File: src/hdl/tempo_sample_scheduler_top_macros.svh
// ============================================================================
// Tempo sample scheduler assertion macros
// Immediate-consequence and next-cycle property macros for the scheduler.
// ============================================================================
`ifndef TEMPO_SAMPLE_SCHEDULER_TOP_MACROS_SVH
`define TEMPO_SAMPLE_SCHEDULER_TOP_MACROS_SVH

`ifndef SYNTH

// Antecedent implies consequent in the same cycle.
`define TSS_ASSERT_SAME(lbl, clk, rst_n, ante, cons) \
    lbl: assert property (@(posedge clk) disable iff (!rst_n) (ante) |-> (cons)) \
        else $error("tempo_sample_scheduler: same-cycle check failed");

// Antecedent implies consequent in the following cycle.
`define TSS_ASSERT_NEXT(lbl, clk, rst_n, ante, cons) \
    lbl: assert property (@(posedge clk) disable iff (!rst_n) (ante) |=> (cons)) \
        else $error("tempo_sample_scheduler: next-cycle check failed");

`else

`define TSS_ASSERT_SAME(lbl, clk, rst_n, ante, cons)
`define TSS_ASSERT_NEXT(lbl, clk, rst_n, ante, cons)

`endif

`endif

File: src/hdl/tss_pkg.sv
// ============================================================================
// Tempo sample scheduler package
// Shared types, constants and command/status structures.
// ============================================================================
package tss_pkg;

    // Song time division default and sample divisor scale.
    localparam logic [15:0] TPQ_RESET       = 16'd96;
    localparam logic [13:0] TEMPO_DIV_SCALE = 14'd10000;
    localparam int          QUARTER_SHIFT   = 2;

    // Shared divider geometry.
    localparam int DIV_DIVIDEND_W = 64;
    localparam int DIV_DIVISOR_W  = 32;
    localparam int DIV_CNT_W      = 7;

    // Significant dividend widths of the four divisions, and the sample divisor width.
    localparam int TICKS_W   = 25;
    localparam int BPB_NUM_W = 10;
    localparam int BEAT_W    = 32;
    localparam int PROD_W    = 56;
    localparam int DIVC_W    = 30;

    localparam logic [DIV_CNT_W-1:0] STEPS_TICKS = DIV_CNT_W'(TICKS_W);
    localparam logic [DIV_CNT_W-1:0] STEPS_BPB   = DIV_CNT_W'(BPB_NUM_W);
    localparam logic [DIV_CNT_W-1:0] STEPS_BEAT  = DIV_CNT_W'(BEAT_W);
    localparam logic [DIV_CNT_W-1:0] STEPS_PROD  = DIV_CNT_W'(PROD_W);

    typedef enum logic [1:0] {
        OP_TICKS,
        OP_BPB,
        OP_BEAT,
        OP_PROD
    } div_op_t;

    typedef enum logic [2:0] {
        ST_IDLE,
        ST_MUL,
        ST_TICK_DIV,
        ST_BPB_DIV,
        ST_BEAT_DIV,
        ST_PROD_DIV,
        ST_FINISH
    } state_t;

    typedef struct packed {
        logic    load_in;
        logic    do_mul;
        logic    clear_pos;
        logic    div_start;
        div_op_t div_op;
        logic    capture;
        div_op_t cap_op;
        logic    load_out;
    } cmd_t;

    typedef struct packed {
        logic restart;
        logic den_zero;
        logic bpb_zero;
        logic div_done;
        logic div_busy;
        logic out_free;
    } status_t;

endpackage

File: src/hdl/tss_divider.sv
// ============================================================================
// Tempo sample scheduler divider
// Restoring divider, one quotient bit per cycle, dividend left aligned.
// ============================================================================
module tss_divider
    import tss_pkg::*;
(
    input  logic                      clk,
    input  logic                      rst_n,
    input  logic                      start,
    input  logic [DIV_DIVIDEND_W-1:0] dividend,
    input  logic [DIV_DIVISOR_W-1:0]  divisor,
    input  logic [DIV_CNT_W-1:0]      steps,
    output logic                      busy,
    output logic                      done,
    output logic [DIV_DIVIDEND_W-1:0] quotient,
    output logic [DIV_DIVISOR_W-1:0]  remainder
);

    logic [DIV_DIVIDEND_W-1:0] quot_reg;
    logic [DIV_DIVISOR_W-1:0]  rem_reg;
    logic [DIV_DIVISOR_W-1:0]  divisor_reg;
    logic [DIV_CNT_W-1:0]      count_reg;
    logic                      busy_reg;
    logic                      done_reg;

    logic [DIV_DIVISOR_W:0]    trial;
    logic [DIV_DIVISOR_W:0]    diff;
    logic                      fits;
    logic [DIV_DIVISOR_W-1:0]  rem_step;

    // Shift the next dividend bit into the partial remainder and try a subtract.
    always_comb
    begin
        trial    = {rem_reg, quot_reg[DIV_DIVIDEND_W-1]};
        diff     = trial - {1'b0, divisor_reg};
        fits     = (trial >= {1'b0, divisor_reg});
        rem_step = fits ? diff[DIV_DIVISOR_W-1:0] : trial[DIV_DIVISOR_W-1:0];
    end

    always_ff @(posedge clk or negedge rst_n)
    begin
        if (!rst_n)
        begin
            busy_reg  <= 1'b0;
            done_reg  <= 1'b0;
            count_reg <= '0;
        end
        else if (start)
        begin
            busy_reg  <= 1'b1;
            done_reg  <= 1'b0;
            count_reg <= steps;
        end
        else
        begin
            done_reg <= busy_reg && (count_reg == DIV_CNT_W'(1));
            if (busy_reg)
            begin
                count_reg <= count_reg - DIV_CNT_W'(1);
                if (count_reg == DIV_CNT_W'(1))
                begin
                    busy_reg <= 1'b0;
                end
            end
        end
    end

    always_ff @(posedge clk)
    begin
        if (start)
        begin
            quot_reg    <= dividend;
            rem_reg     <= '0;
            divisor_reg <= divisor;
        end
        else if (busy_reg)
        begin
            quot_reg <= {quot_reg[DIV_DIVIDEND_W-2:0], fits};
            rem_reg  <= rem_step;
        end
    end

    assign busy      = busy_reg;
    assign done      = done_reg;
    assign quotient  = quot_reg;
    assign remainder = rem_reg;

endmodule

File: src/hdl/tss_datapath.sv
// ============================================================================
// Tempo sample scheduler datapath
// Input capture, musical position, sample conversion and result register.
// ============================================================================
module tss_datapath
    import tss_pkg::*;
(
    input  logic        clk,
    input  logic        rst_n,
    input  cmd_t        cmd,
    output status_t     st,
    input  logic        cfg_wr_en,
    input  logic [15:0] cfg_wr_data,
    input  logic        kind,
    input  logic [23:0] elapsed_ticks,
    input  logic [23:0] next_ticks,
    input  logic [31:0] tempo_scaled,
    input  logic [7:0]  meter_num,
    input  logic [7:0]  meter_den,
    output logic        out_valid,
    input  logic        out_stall,
    output logic [31:0] sample_delta,
    output logic [31:0] bar_count,
    output logic [31:0] beat_count,
    output logic [15:0] tick_in_beat
);

    // Configuration and captured transaction.
    logic [15:0]         tpq_reg;
    logic                kind_reg;
    logic [23:0]         elapsed_reg;
    logic [23:0]         next_reg;
    logic [31:0]         tempo_reg;
    logic [7:0]          num_reg;
    logic [7:0]          den_reg;

    // Position state and sample remainder.
    logic [31:0]         remacc_reg;
    logic [15:0]         tick_pos_reg;
    logic [31:0]         beat_pos_reg;
    logic [31:0]         bar_pos_reg;

    logic [PROD_W-1:0]   prod_reg;
    logic [DIVC_W-1:0]   divc_reg;
    logic [31:0]         delta_reg;
    logic                out_valid_reg;
    logic                out_valid_next;
    logic [31:0]         sample_delta_reg;
    logic [31:0]         bar_count_reg;
    logic [31:0]         beat_count_reg;
    logic [15:0]         tick_in_beat_reg;

    logic [15:0]         tpq_eff;
    logic [TICKS_W-1:0]  ticks_sum;
    logic [PROD_W-1:0]   prod_next;
    logic [DIVC_W-1:0]   divc_next;
    logic [32:0]         rem_sum;
    logic [31:0]         delta_next;

    logic [DIV_DIVIDEND_W-1:0] div_dividend;
    logic [DIV_DIVISOR_W-1:0]  div_divisor;
    logic [DIV_CNT_W-1:0]      div_steps;
    logic                      div_busy;
    logic                      div_done;
    logic [DIV_DIVIDEND_W-1:0] div_quot;
    logic [DIV_DIVISOR_W-1:0]  div_rem;

    // A zero time division behaves as one tick per quarter.
    assign tpq_eff   = (tpq_reg == 16'd0) ? 16'd1 : tpq_reg;
    assign ticks_sum = {{(TICKS_W-16){1'b0}}, tick_pos_reg} + {1'b0, elapsed_reg};
    assign prod_next = PROD_W'(next_reg) * PROD_W'(tempo_reg);
    assign divc_next = DIVC_W'(TEMPO_DIV_SCALE) * DIVC_W'(tpq_eff);
    assign rem_sum   = {1'b0, remacc_reg} + {1'b0, div_rem};
    assign delta_next = div_quot[31:0] + {31'd0, rem_sum[32]};

    // Operand selection for the shared divider; dividends sit at the top.
    always_comb
    begin
        unique case (cmd.div_op)
            OP_TICKS:
            begin
                div_dividend = {ticks_sum, {(DIV_DIVIDEND_W-TICKS_W){1'b0}}};
                div_divisor  = {{(DIV_DIVISOR_W-16){1'b0}}, tpq_eff};
                div_steps    = STEPS_TICKS;
            end
            OP_BPB:
            begin
                div_dividend = {num_reg, {QUARTER_SHIFT{1'b0}},
                                {(DIV_DIVIDEND_W-BPB_NUM_W){1'b0}}};
                div_divisor  = {{(DIV_DIVISOR_W-8){1'b0}}, den_reg};
                div_steps    = STEPS_BPB;
            end
            OP_BEAT:
            begin
                div_dividend = {beat_pos_reg, {(DIV_DIVIDEND_W-BEAT_W){1'b0}}};
                div_divisor  = {{(DIV_DIVISOR_W-BPB_NUM_W){1'b0}},
                                div_quot[BPB_NUM_W-1:0]};
                div_steps    = STEPS_BEAT;
            end
            OP_PROD:
            begin
                div_dividend = {prod_reg, {(DIV_DIVIDEND_W-PROD_W){1'b0}}};
                div_divisor  = {{(DIV_DIVISOR_W-DIVC_W){1'b0}}, divc_reg};
                div_steps    = STEPS_PROD;
            end
            default:
            begin
                div_dividend = '0;
                div_divisor  = '0;
                div_steps    = '0;
            end
        endcase
    end

    tss_divider u_divider (
        .clk       (clk),
        .rst_n     (rst_n),
        .start     (cmd.div_start),
        .dividend  (div_dividend),
        .divisor   (div_divisor),
        .steps     (div_steps),
        .busy      (div_busy),
        .done      (div_done),
        .quotient  (div_quot),
        .remainder (div_rem)
    );

    always_ff @(posedge clk or negedge rst_n)
    begin
        if (!rst_n)
        begin
            tpq_reg <= TPQ_RESET;
        end
        else if (cfg_wr_en)
        begin
            tpq_reg <= cfg_wr_data;
        end
    end

    always_ff @(posedge clk)
    begin
        if (cmd.load_in)
        begin
            kind_reg    <= kind;
            elapsed_reg <= elapsed_ticks;
            next_reg    <= next_ticks;
            tempo_reg   <= tempo_scaled;
            num_reg     <= meter_num;
            den_reg     <= meter_den;
        end
        if (cmd.do_mul)
        begin
            prod_reg <= prod_next;
            divc_reg <= divc_next;
        end
        if (cmd.clear_pos)
        begin
            delta_reg <= '0;
        end
        else if (cmd.capture && (cmd.cap_op == OP_PROD))
        begin
            delta_reg <= delta_next;
        end
    end

    always_ff @(posedge clk or negedge rst_n)
    begin
        if (!rst_n)
        begin
            remacc_reg   <= '0;
            tick_pos_reg <= '0;
            beat_pos_reg <= '0;
            bar_pos_reg  <= '0;
        end
        else if (cmd.clear_pos)
        begin
            remacc_reg   <= '0;
            tick_pos_reg <= '0;
            beat_pos_reg <= '0;
            bar_pos_reg  <= '0;
        end
        else if (cmd.capture)
        begin
            unique case (cmd.cap_op)
                OP_TICKS:
                begin
                    beat_pos_reg <= beat_pos_reg + div_quot[31:0];
                    tick_pos_reg <= div_rem[15:0];
                end
                OP_BEAT:
                begin
                    bar_pos_reg  <= bar_pos_reg + div_quot[31:0];
                    beat_pos_reg <= div_rem;
                end
                OP_PROD:
                begin
                    remacc_reg <= rem_sum[31:0];
                end
                default:
                begin
                    remacc_reg <= remacc_reg;
                end
            endcase
        end
    end

    always_comb
    begin
        if (cmd.load_out)
        begin
            out_valid_next = 1'b1;
        end
        else if (!out_stall)
        begin
            out_valid_next = 1'b0;
        end
        else
        begin
            out_valid_next = out_valid_reg;
        end
    end

    always_ff @(posedge clk or negedge rst_n)
    begin
        if (!rst_n)
        begin
            out_valid_reg <= 1'b0;
        end
        else
        begin
            out_valid_reg <= out_valid_next;
        end
    end

    always_ff @(posedge clk)
    begin
        if (cmd.load_out)
        begin
            sample_delta_reg <= delta_reg;
            bar_count_reg    <= bar_pos_reg;
            beat_count_reg   <= beat_pos_reg;
            tick_in_beat_reg <= tick_pos_reg;
        end
    end

    assign st.restart  = kind_reg;
    assign st.den_zero = (den_reg == 8'd0);
    assign st.bpb_zero = (div_quot[BPB_NUM_W-1:0] == '0);
    assign st.div_done = div_done;
    assign st.div_busy = div_busy;
    assign st.out_free = !out_valid_reg || !out_stall;

    assign out_valid    = out_valid_reg;
    assign sample_delta = sample_delta_reg;
    assign bar_count    = bar_count_reg;
    assign beat_count   = beat_count_reg;
    assign tick_in_beat = tick_in_beat_reg;

endmodule

File: src/hdl/tss_ctrl.sv
// ============================================================================
// Tempo sample scheduler controller
// Sequences input capture, the four divisions and the result write.
// ============================================================================
module tss_ctrl
    import tss_pkg::*;
(
    input  logic    clk,
    input  logic    rst_n,
    input  logic    in_valid,
    output logic    in_stall,
    input  status_t st,
    output cmd_t    cmd
);

    state_t state_reg;
    state_t state_next;

    always_ff @(posedge clk or negedge rst_n)
    begin
        if (!rst_n)
        begin
            state_reg <= ST_IDLE;
        end
        else
        begin
            state_reg <= state_next;
        end
    end

    always_comb
    begin
        cmd        = '0;
        cmd.div_op = OP_TICKS;
        cmd.cap_op = OP_TICKS;
        state_next = state_reg;
        in_stall   = (state_reg != ST_IDLE);

        unique case (state_reg)
            ST_IDLE:
            begin
                if (in_valid)
                begin
                    cmd.load_in = 1'b1;
                    state_next  = ST_MUL;
                end
            end
            ST_MUL:
            begin
                if (st.restart)
                begin
                    cmd.clear_pos = 1'b1;
                    state_next    = ST_FINISH;
                end
                else
                begin
                    cmd.do_mul    = 1'b1;
                    cmd.div_start = 1'b1;
                    cmd.div_op    = OP_TICKS;
                    state_next    = ST_TICK_DIV;
                end
            end
            ST_TICK_DIV:
            begin
                if (st.div_done)
                begin
                    cmd.capture   = 1'b1;
                    cmd.cap_op    = OP_TICKS;
                    cmd.div_start = 1'b1;
                    if (st.den_zero)
                    begin
                        cmd.div_op = OP_PROD;
                        state_next = ST_PROD_DIV;
                    end
                    else
                    begin
                        cmd.div_op = OP_BPB;
                        state_next = ST_BPB_DIV;
                    end
                end
            end
            ST_BPB_DIV:
            begin
                if (st.div_done)
                begin
                    cmd.capture   = 1'b1;
                    cmd.cap_op    = OP_BPB;
                    cmd.div_start = 1'b1;
                    if (st.bpb_zero)
                    begin
                        cmd.div_op = OP_PROD;
                        state_next = ST_PROD_DIV;
                    end
                    else
                    begin
                        cmd.div_op = OP_BEAT;
                        state_next = ST_BEAT_DIV;
                    end
                end
            end
            ST_BEAT_DIV:
            begin
                if (st.div_done)
                begin
                    cmd.capture   = 1'b1;
                    cmd.cap_op    = OP_BEAT;
                    cmd.div_start = 1'b1;
                    cmd.div_op    = OP_PROD;
                    state_next    = ST_PROD_DIV;
                end
            end
            ST_PROD_DIV:
            begin
                if (st.div_done)
                begin
                    cmd.capture = 1'b1;
                    cmd.cap_op  = OP_PROD;
                    state_next  = ST_FINISH;
                end
            end
            ST_FINISH:
            begin
                if (st.out_free)
                begin
                    cmd.load_out = 1'b1;
                    state_next   = ST_IDLE;
                end
            end
            default:
            begin
                state_next = ST_IDLE;
            end
        endcase
    end

endmodule

File: src/hdl/tempo_sample_scheduler_top.sv
// Sequence: after acceptance a scheduling step passes the multiply state and the tick, beats-per-bar,
// beat and sample divisions of the shared bit-serial divider before reaching the result register; the
// meter divisions are skipped when their divisor is zero, and a restart goes straight to the result.
// Throughput: one transaction at a time; the next is taken the cycle after the previous result is
// registered, even while it is still stalled.
// Reset: asynchronous active low; clears position, remainder and handshake state, tpq = 96.
// ============================================================================
// Tempo sample scheduler top level
// Converts sequencer steps into musical position and sample counts.
// ============================================================================
`include "tempo_sample_scheduler_top_macros.svh"

module tempo_sample_scheduler_top
    import tss_pkg::*;
(
    input  logic        clk,
    input  logic        rst_n,

    // Configuration: ticks_per_quarter, written directly.
    input  logic        cfg_wr_en,
    input  logic [15:0] cfg_wr_data,

    // Input channel.
    input  logic        in_valid,
    output logic        in_stall,
    input  logic        kind,
    input  logic [23:0] elapsed_ticks,
    input  logic [23:0] next_ticks,
    input  logic [31:0] tempo_scaled,
    input  logic [7:0]  meter_num,
    input  logic [7:0]  meter_den,

    // Output channel.
    output logic        out_valid,
    input  logic        out_stall,
    output logic [31:0] sample_delta,
    output logic [31:0] bar_count,
    output logic [31:0] beat_count,
    output logic [15:0] tick_in_beat
);

    // The controller and datapath talk only through these two structures.
    // Each transaction walks through capture, multiply, tick division,
    // beats-per-bar division, bar folding and the sample division, whose
    // remainder feeds the wrapping accumulator; restarts and zero divisors skip steps.
    cmd_t    cmd;
    status_t st;

    tss_ctrl u_ctrl (
        .clk      (clk),
        .rst_n    (rst_n),
        .in_valid (in_valid),
        .in_stall (in_stall),
        .st       (st),
        .cmd      (cmd)
    );

    // The datapath owns the configuration register, the position state, the
    // shared divider and the output register that decouples the result from
    // the next incoming transaction.
    tss_datapath u_datapath (
        .clk           (clk),
        .rst_n         (rst_n),
        .cmd           (cmd),
        .st            (st),
        .cfg_wr_en     (cfg_wr_en),
        .cfg_wr_data   (cfg_wr_data),
        .kind          (kind),
        .elapsed_ticks (elapsed_ticks),
        .next_ticks    (next_ticks),
        .tempo_scaled  (tempo_scaled),
        .meter_num     (meter_num),
        .meter_den     (meter_den),
        .out_valid     (out_valid),
        .out_stall     (out_stall),
        .sample_delta  (sample_delta),
        .bar_count     (bar_count),
        .beat_count    (beat_count),
        .tick_in_beat  (tick_in_beat)
    );

    // An accepted transaction keeps the input stalled in the next cycle.
    `TSS_ASSERT_NEXT(a_accept_then_busy, clk, rst_n, in_valid && !in_stall, in_stall)

    // The divider is never restarted while it is still iterating.
    `TSS_ASSERT_SAME(a_start_when_free, clk, rst_n, cmd.div_start, !st.div_busy)

    // The completion strobe lasts exactly one cycle.
    `TSS_ASSERT_NEXT(a_done_pulse, clk, rst_n, st.div_done, !st.div_done)

    // A result is written only when the output register can take it.
    `TSS_ASSERT_SAME(a_load_when_free, clk, rst_n, cmd.load_out, st.out_free)

endmodule
File: config.mk
export PLATFORM = sky130hd
export DESIGN_NAME = tempo_sample_scheduler_top
export DESIGN_NICKNAME = d
export VERILOG_FILES = /design/src/hdl/tss_pkg.sv /design/src/hdl/tss_divider.sv /design/src/hdl/tss_datapath.sv /design/src/hdl/tss_ctrl.sv /design/src/hdl/tempo_sample_scheduler_top.sv
export VERILOG_INCLUDE_DIRS = /design/src /design/src/hdl
export SDC_FILE = /design/constraint.sdc
export NUM_CORES = 2
export LEC_CHECK = 0
export BUFFER_PORTS_ARGS = -buffer_cell sky130_fd_sc_hd__buf_2
export CAP_MARGIN = 20
export CELL_PAD_IN_SITES_DETAIL_PLACEMENT = 0
export CELL_PAD_IN_SITES_GLOBAL_PLACEMENT = 1
export CORE_UTILIZATION = 46
export DETAILED_ROUTE_END_ITERATION = 6
export GPL_TIMING_DRIVEN = 0
export PLACE_DENSITY = 0.82
export SETUP_SLACK_MARGIN = 0.5
export SKIP_LAST_GASP = 1
export SYNTH_ARGS = -nofsm -noshare
export SYNTH_HDL_FRONTEND = slang
export SYNTH_SLANG_ARGS = --single-unit
File: constraint.sdc
create_clock -name clk -period 6.4 [get_ports clk]
set_clock_uncertainty 0.1 [all_clocks]
set_input_delay 0.64 -clock clk [delete_from_list [all_inputs] [get_ports clk]]
set_output_delay 0.64 -clock clk [all_outputs]
set_load 0.02 [all_outputs]
Yosys cells after proc, flatten, opt, wreduce, memory -nomap -nowiden
Index checks and enable logic that the tools add are counted.
W data, S select, Z words.
{"block": "word_totals", "ff_bits": 592, "out_inout_bits": 114}
{"block": "op_classes", "add_sub_neg": 7, "mul": 2, "n_lt_le_gt_ge": 1, "n_eq_ne": 19, "mux": 53, "n_reduce_logical": 23}
{"op": "$mux W32", "count": 9}
{"op": "$pmux W64 S4", "count": 1}
{"op": "$mux W64", "count": 2}
{"op": "$pmux W32 S4", "count": 1}
{"op": "$add A32 B32 Y32", "count": 2}
{"op": "$mux W16", "count": 4}
{"op": "$pmux W32 S2", "count": 1}
{"op": "$mul A24 B32 Y56", "count": 1}
{"op": "$add A32 B32 Y33", "count": 1}
{"op": "$ge A33 B32 Y1", "count": 1}
{"op": "$add A32 B1 Y32", "count": 1}
{"op": "$sub A32 B32 Y32", "count": 1}
{"op": "$mux W3", "count": 10}
{"op": "$pmux W7 S4", "count": 1}
{"op": "$mul A10 B16 Y26 const A", "count": 1}
{"op": "$add A16 B24 Y25", "count": 1}
{"op": "$pmux W3 S4", "count": 2}
{"op": "$pmux W3 S7", "count": 1}
{"op": "$mux W6", "count": 3}
{"op": "$logic_not A16 Y1", "count": 1}
{"op": "$mux W1", "count": 14}
{"op": "$mux W7", "count": 2}
{"op": "$logic_not A10 Y1", "count": 1}
{"op": "$ne A2 B1 Y1 const B", "count": 5}
{"op": "other kinds (19)", "count": 38}

Longest topological paths before layout
{"block": "logic_depth", "ltp_word": 8, "mapped_depth": 27, "mapped_depth_nobuf": 26}

Hierarchy
A second synthesis with hierarchy kept.
{"block": "hier_totals", "hier_cells": 5597, "area_unflattened_um2": 56342.8}
{"module": "tss_datapath", "n_inst": 1, "cells_each": 4909, "area_per_inst_um2": 48656.7}
{"module": "tss_divider", "n_inst": 1, "cells_each": 639, "area_per_inst_um2": 7287.0}
{"module": "tss_ctrl", "n_inst": 1, "cells_each": 49, "area_per_inst_um2": 399.1}

Worst setup path after synthesis
No wires, ideal clock.
{"block": "synth_timing", "path_type": "flip-flop to flip-flop", "start": "register u_datapath.next_reg[0]", "end": "register u_datapath.prod_reg[50] (data pin)", "setup_ns": 0.259, "arrival_ns": 6.645, "required_ns": 6.041, "path_slack_ns": -0.605, "path_stages_with_launch": 26, "period_less_slack_ns": 7.005, "path_cell_list": "edfxtp_1 -> clkbuf_1 -> and2_1 -> fa_1 -> inv_1 -> fa_1 -> inv_1 -> fa_1 -> ha_1 -> inv_1 -> fa_1 -> inv_1 -> fa_1 -> fa_1 -> ha_1 -> buf_4 -> o211ai_1 -> or3_1 -> or3b_1 -> a211oi_2 -> o2111ai_1 -> a211o_1 -> a31oi_4 -> nor4b_1 -> or2_1 -> xnor2_1"}
{"block": "synth_via", "elab_chain_cells": 1}
{"element": "start: declaration", "line": "tss_datapath.sv:32", "rtl": "logic [23:0] next_reg;"}
{"element": "start signal: assignment", "line": "tss_datapath.sv:146", "rtl": "next_reg <= next_ticks;"}
{"element": "$mul A24 B32 Y56", "line": "tss_datapath.sv:71", "rtl": "assign prod_next = PROD_W'(next_reg) * PROD_W'(tempo_reg);"}
{"element": "net u_datapath.prod_next[50]", "line": "tss_datapath.sv:55", "rtl": "logic [PROD_W-1:0] prod_next;"}
{"element": "end signal: assignment", "line": "tss_datapath.sv:153", "rtl": "prod_reg <= prod_next;"}
{"element": "end: declaration", "line": "tss_datapath.sv:43", "rtl": "logic [PROD_W-1:0] prod_reg;"}
The timed path passes the listed nets, and every way through them passes these cells.
A chain may end at the register's enable or synchronous reset.

Worst setup path in the final report
{"block": "layout_timing", "start": "register u_datapath.tempo_reg[9]", "end": "register u_datapath.prod_reg[43] (data pin)"}
{"block": "layout_via", "elab_chain_cells": 1}
{"element": "start: declaration", "line": "tss_datapath.sv:33", "rtl": "logic [31:0] tempo_reg;"}
{"element": "start signal: assignment", "line": "tss_datapath.sv:147", "rtl": "tempo_reg <= tempo_scaled;"}
{"element": "$mul A24 B32 Y56", "line": "tss_datapath.sv:71"}
{"element": "net u_datapath.prod_next[43]", "line": "tss_datapath.sv:55"}
The timed path passes the listed nets, and every way through them passes these cells.

==> Implementation_results.wiki <==
{| class="wikitable"
! Metric !! Value
|-
| Global placement routability congestion || 0.982
|-
| Via count of the first global-routing pass || 44400
|-
| First-pass GRT wire length || 283 mm
|-
| Fraction of final layout cells sized beyond drive strength 1 || 16.6%
|-
| Hold path cells || 1
|-
| Post-detailed-routing wire length || 191 mm
|-
| Post-route minimum period || 7420 ps
|-
| Pins Over Slew Limit || 0
|-
| Violations in the final reports || design-rule violations, negative setup slack
|-
| Number of setup violations in the final report || 37
|-
| Number of antenna violations at the first check in global routing || 13
|-
| Total grt overflow || 0
|-
| Cell with the most instances after synthesis || inv_1
|-
| Transition time at the pin with the least slew margin || 980 ps
|-
| Post-synth EDFFs || 385
|-
| Flip-flop count of the largest register after layout || 64
|-
| Die X-Extent || 351 um
|-
| Final critical-path setup slack || -1020 ps
|-
| Die Area || 123000 um^2
|-
| Post-Syn Area per Cell || 9.81 um^2
|-
| Category of the worst setup path launch point || flop
|-
| CP required || 6710 ps
|-
| Ports || 232
|-
| Library cell with the largest summed area after synthesis || fa_1
|-
| Fmax || 0.135 GHz
|-
| Arrival time at the worst endpoint || 7720 ps
|-
| Number of port buffers || 231
|-
| Distinct cells, synth || 81
|-
| Yosys warnings || 0
|-
| Clock root cell || clkbuf_16
|-
| Final worst path period share || 116%
|-
| NumNets Final || 7556
|-
| Later-pin clock latency in the skew report || 710 ps
|-
| Most used flip-flop cell after synthesis || edfxtp_1
|-
| Number of rows created at floorplan || 127
|-
| Clock input transition at the sequential cells of the worst setup and hold paths || 60 ps
|-
| Detailed placer's ending HPWL || 146 mm
|-
| CTS Sinks || 590
|-
| Post-route DRC || 5
|-
| Type of the most critical hold path || primary input to flop
|-
| Relative slew slack || 34.1%
|-
| Area of the core || 120000 um^2
|-
| Via count || 44600
|-
| Total routing resource utilization after global routing || 31.3%
|-
| Share of synthesized flip-flops with an asynchronous set or reset || 23.9%
|-
| Status || finished with violations
|-
| Maximum fanout along the worst path || 5
|-
| Largest net degree at the start of global routing || 108
|-
| Flip-flop and latch count after synthesis || 590
|-
| Post-detailed-route count of antenna-violating nets || 0
|-
| Vias/cell || 5.57
|-
| Max Buffers Root-to-Sink || 3
|-
| CTS buffer count || 71
|-
| Netlist Area Pre-Place || 56000 um^2
|-
| Unrepaired setup endpoints after global routing || true
|-
| Post-detailed-route wirelength per cell || 23.8 um
|-
| Number of max-cap violations || 0
|-
| Synth Net Count || 6931
|-
| Number of search-and-repair iterations in the first detailed-routing pass || 7
|-
| Yosys top cell area share || 24.9%
|-
| Synth Instances || 5708
|-
| Violation count after the first detailed-route iteration || 3827
|-
| Top cells by instance count after synthesis || 919 x inv_1, 697 x fa_1, 678 x nand2_1, 428 x and2_1, 408 x ha_1
|-
| Worst setup path category || flop to flop
|-
| Starting Density || 46.6%
|-
| Depth of the most critical reg-to-reg path || 27
|-
| Post-layout utilization of the core || 55.9%
|-
| Clock tree from TritonCTS || done
|-
| Crit. End Element || flop
|-
| Largest cells by area after synthesis || fa_1 25%, edfxtp_1 21%, ha_1 9.1%, dfrtp_1 6.2%, inv_1 6.2%
|-
| Final number of hold-violating endpoints || 0
|-
| CTS H-tree lvls || 3
|-
| Area Growth Syn to Fin || 20.0%
|-
| Vert. Die Dim || 351 um
|-
| Hold Slack || 52.0 ps
|-
| Sequential-to-total area share from yosys stat || 29.2%
|}
## path summary, 6_finish.rpt
path | start | endpoint | slack (ps)
hold / removal | meter_num[6] | u_datapath.num_reg[6] | 50
min in group asynchronous | rst_n | u_datapath.remacc_reg[28] | 340
hold reg to reg | u_datapath.delta_reg[3] | u_datapath.sample_delta[3] | 330
setup / recovery | u_datapath.tempo_reg[9] | u_datapath.prod_reg[43] | -1020
max in group asynchronous | rst_n | u_datapath.bar_pos_reg[22] | 4910
setup reg to reg | u_datapath.tempo_reg[9] | u_datapath.prod_reg[43] | -1020
## layer usage
metal  track usage [%]  vias to the layer above  part of all wire (%)
li1                  -                    19900                     -
met1              42.1                    22100                    41
met2              48.3                     2160                    44
met3              5.90                      456                   9.1
met4              15.6                        6                   5.7
met5                 0                        -                 0.026
## final cells by class
class	instances	area (um^2)
flip-flops and latches	590	16400
repair buffers	552	4230
diodes	7	17.5
clock buffers	93	2000
multi-input cells	3942	36700
inverters	919	3450
clock inverters	38	469
plain buffers	257	1990
fillers	10500	53100
well taps	1612	2020
## cell usage in the layout, fill, tap and decap left out, types with 207 or more instances in the layout
master,count
a21oi_1,216
and2_1,404
buf_2,236
buf_4,207
edfxtp_1,385
fa_1,659
ha_1,362
inv_1,874
nand2_1,653
o21ai_0,234
## logic make-up after synthesis
family / after synthesis / synth area share [%]
multiplexers: 23 / 0.427
XOR/XNOR: 212 / 3.31
adder cells (fa/ha/maj): 1105 / 34.0
flip-flops: 590 / 29.2
AND/OR/NAND/NOR: 1682 / 14.6
buffers and inverters: 1176 / 7.90
AO/OA/AOI/OAI: 920 / 10.5
## metrics by stage
| step | cells | setup WS [ps] | instance area (um^2) | setup TNS (ps) |
|---|---|---|---|---|
| floorplan | 5708 | -415 | 56500 | -3900 |
| global placement | 7551 | -2500 | 59600 | -397920 |
| detailed placement | 7561 | -1870 | 59900 | -50570 |
| CTS | 7955 | -1010 | 66400 | -23290 |
| global route | 8005 | -1220 | 67200 | -34430 |
| finish | 8010 | -1020 | 67200 | -26430 |
## critical path: stages (launching register included)
cell       delay, ps
edfxtp_1         540
buf_4            210
buf_6            110
buf_8            140
and2_4           140
fa_2             360
fa_1             560
inv_2             40
fa_1             490
fa_1             510
inv_2             40
fa_1             500
fa_1             490
inv_1             50
fa_2             590
inv_2             60
ha_4             280
o21a_1           170
o2111ai_2        140
a41oi_2          230
o21ai_4          110
o21a_4           240
o311ai_4         310
buf_4            180
nor3_2            40
o31ai_1          240
a21oi_1          120
xnor2_1          140
## timing repair
item,CTS,global route
hold endpoints to repair,79,0
endpoints found under the setup margin,53,54
hold buffers,48,0
setup buffers,211,48
pin swaps,147,76
gates resized for setup,474,131
gates cloned,4,0
Power is not shown: default switching activity piles up to over one toggle a cycle in this logic, so the estimate is an artifact.
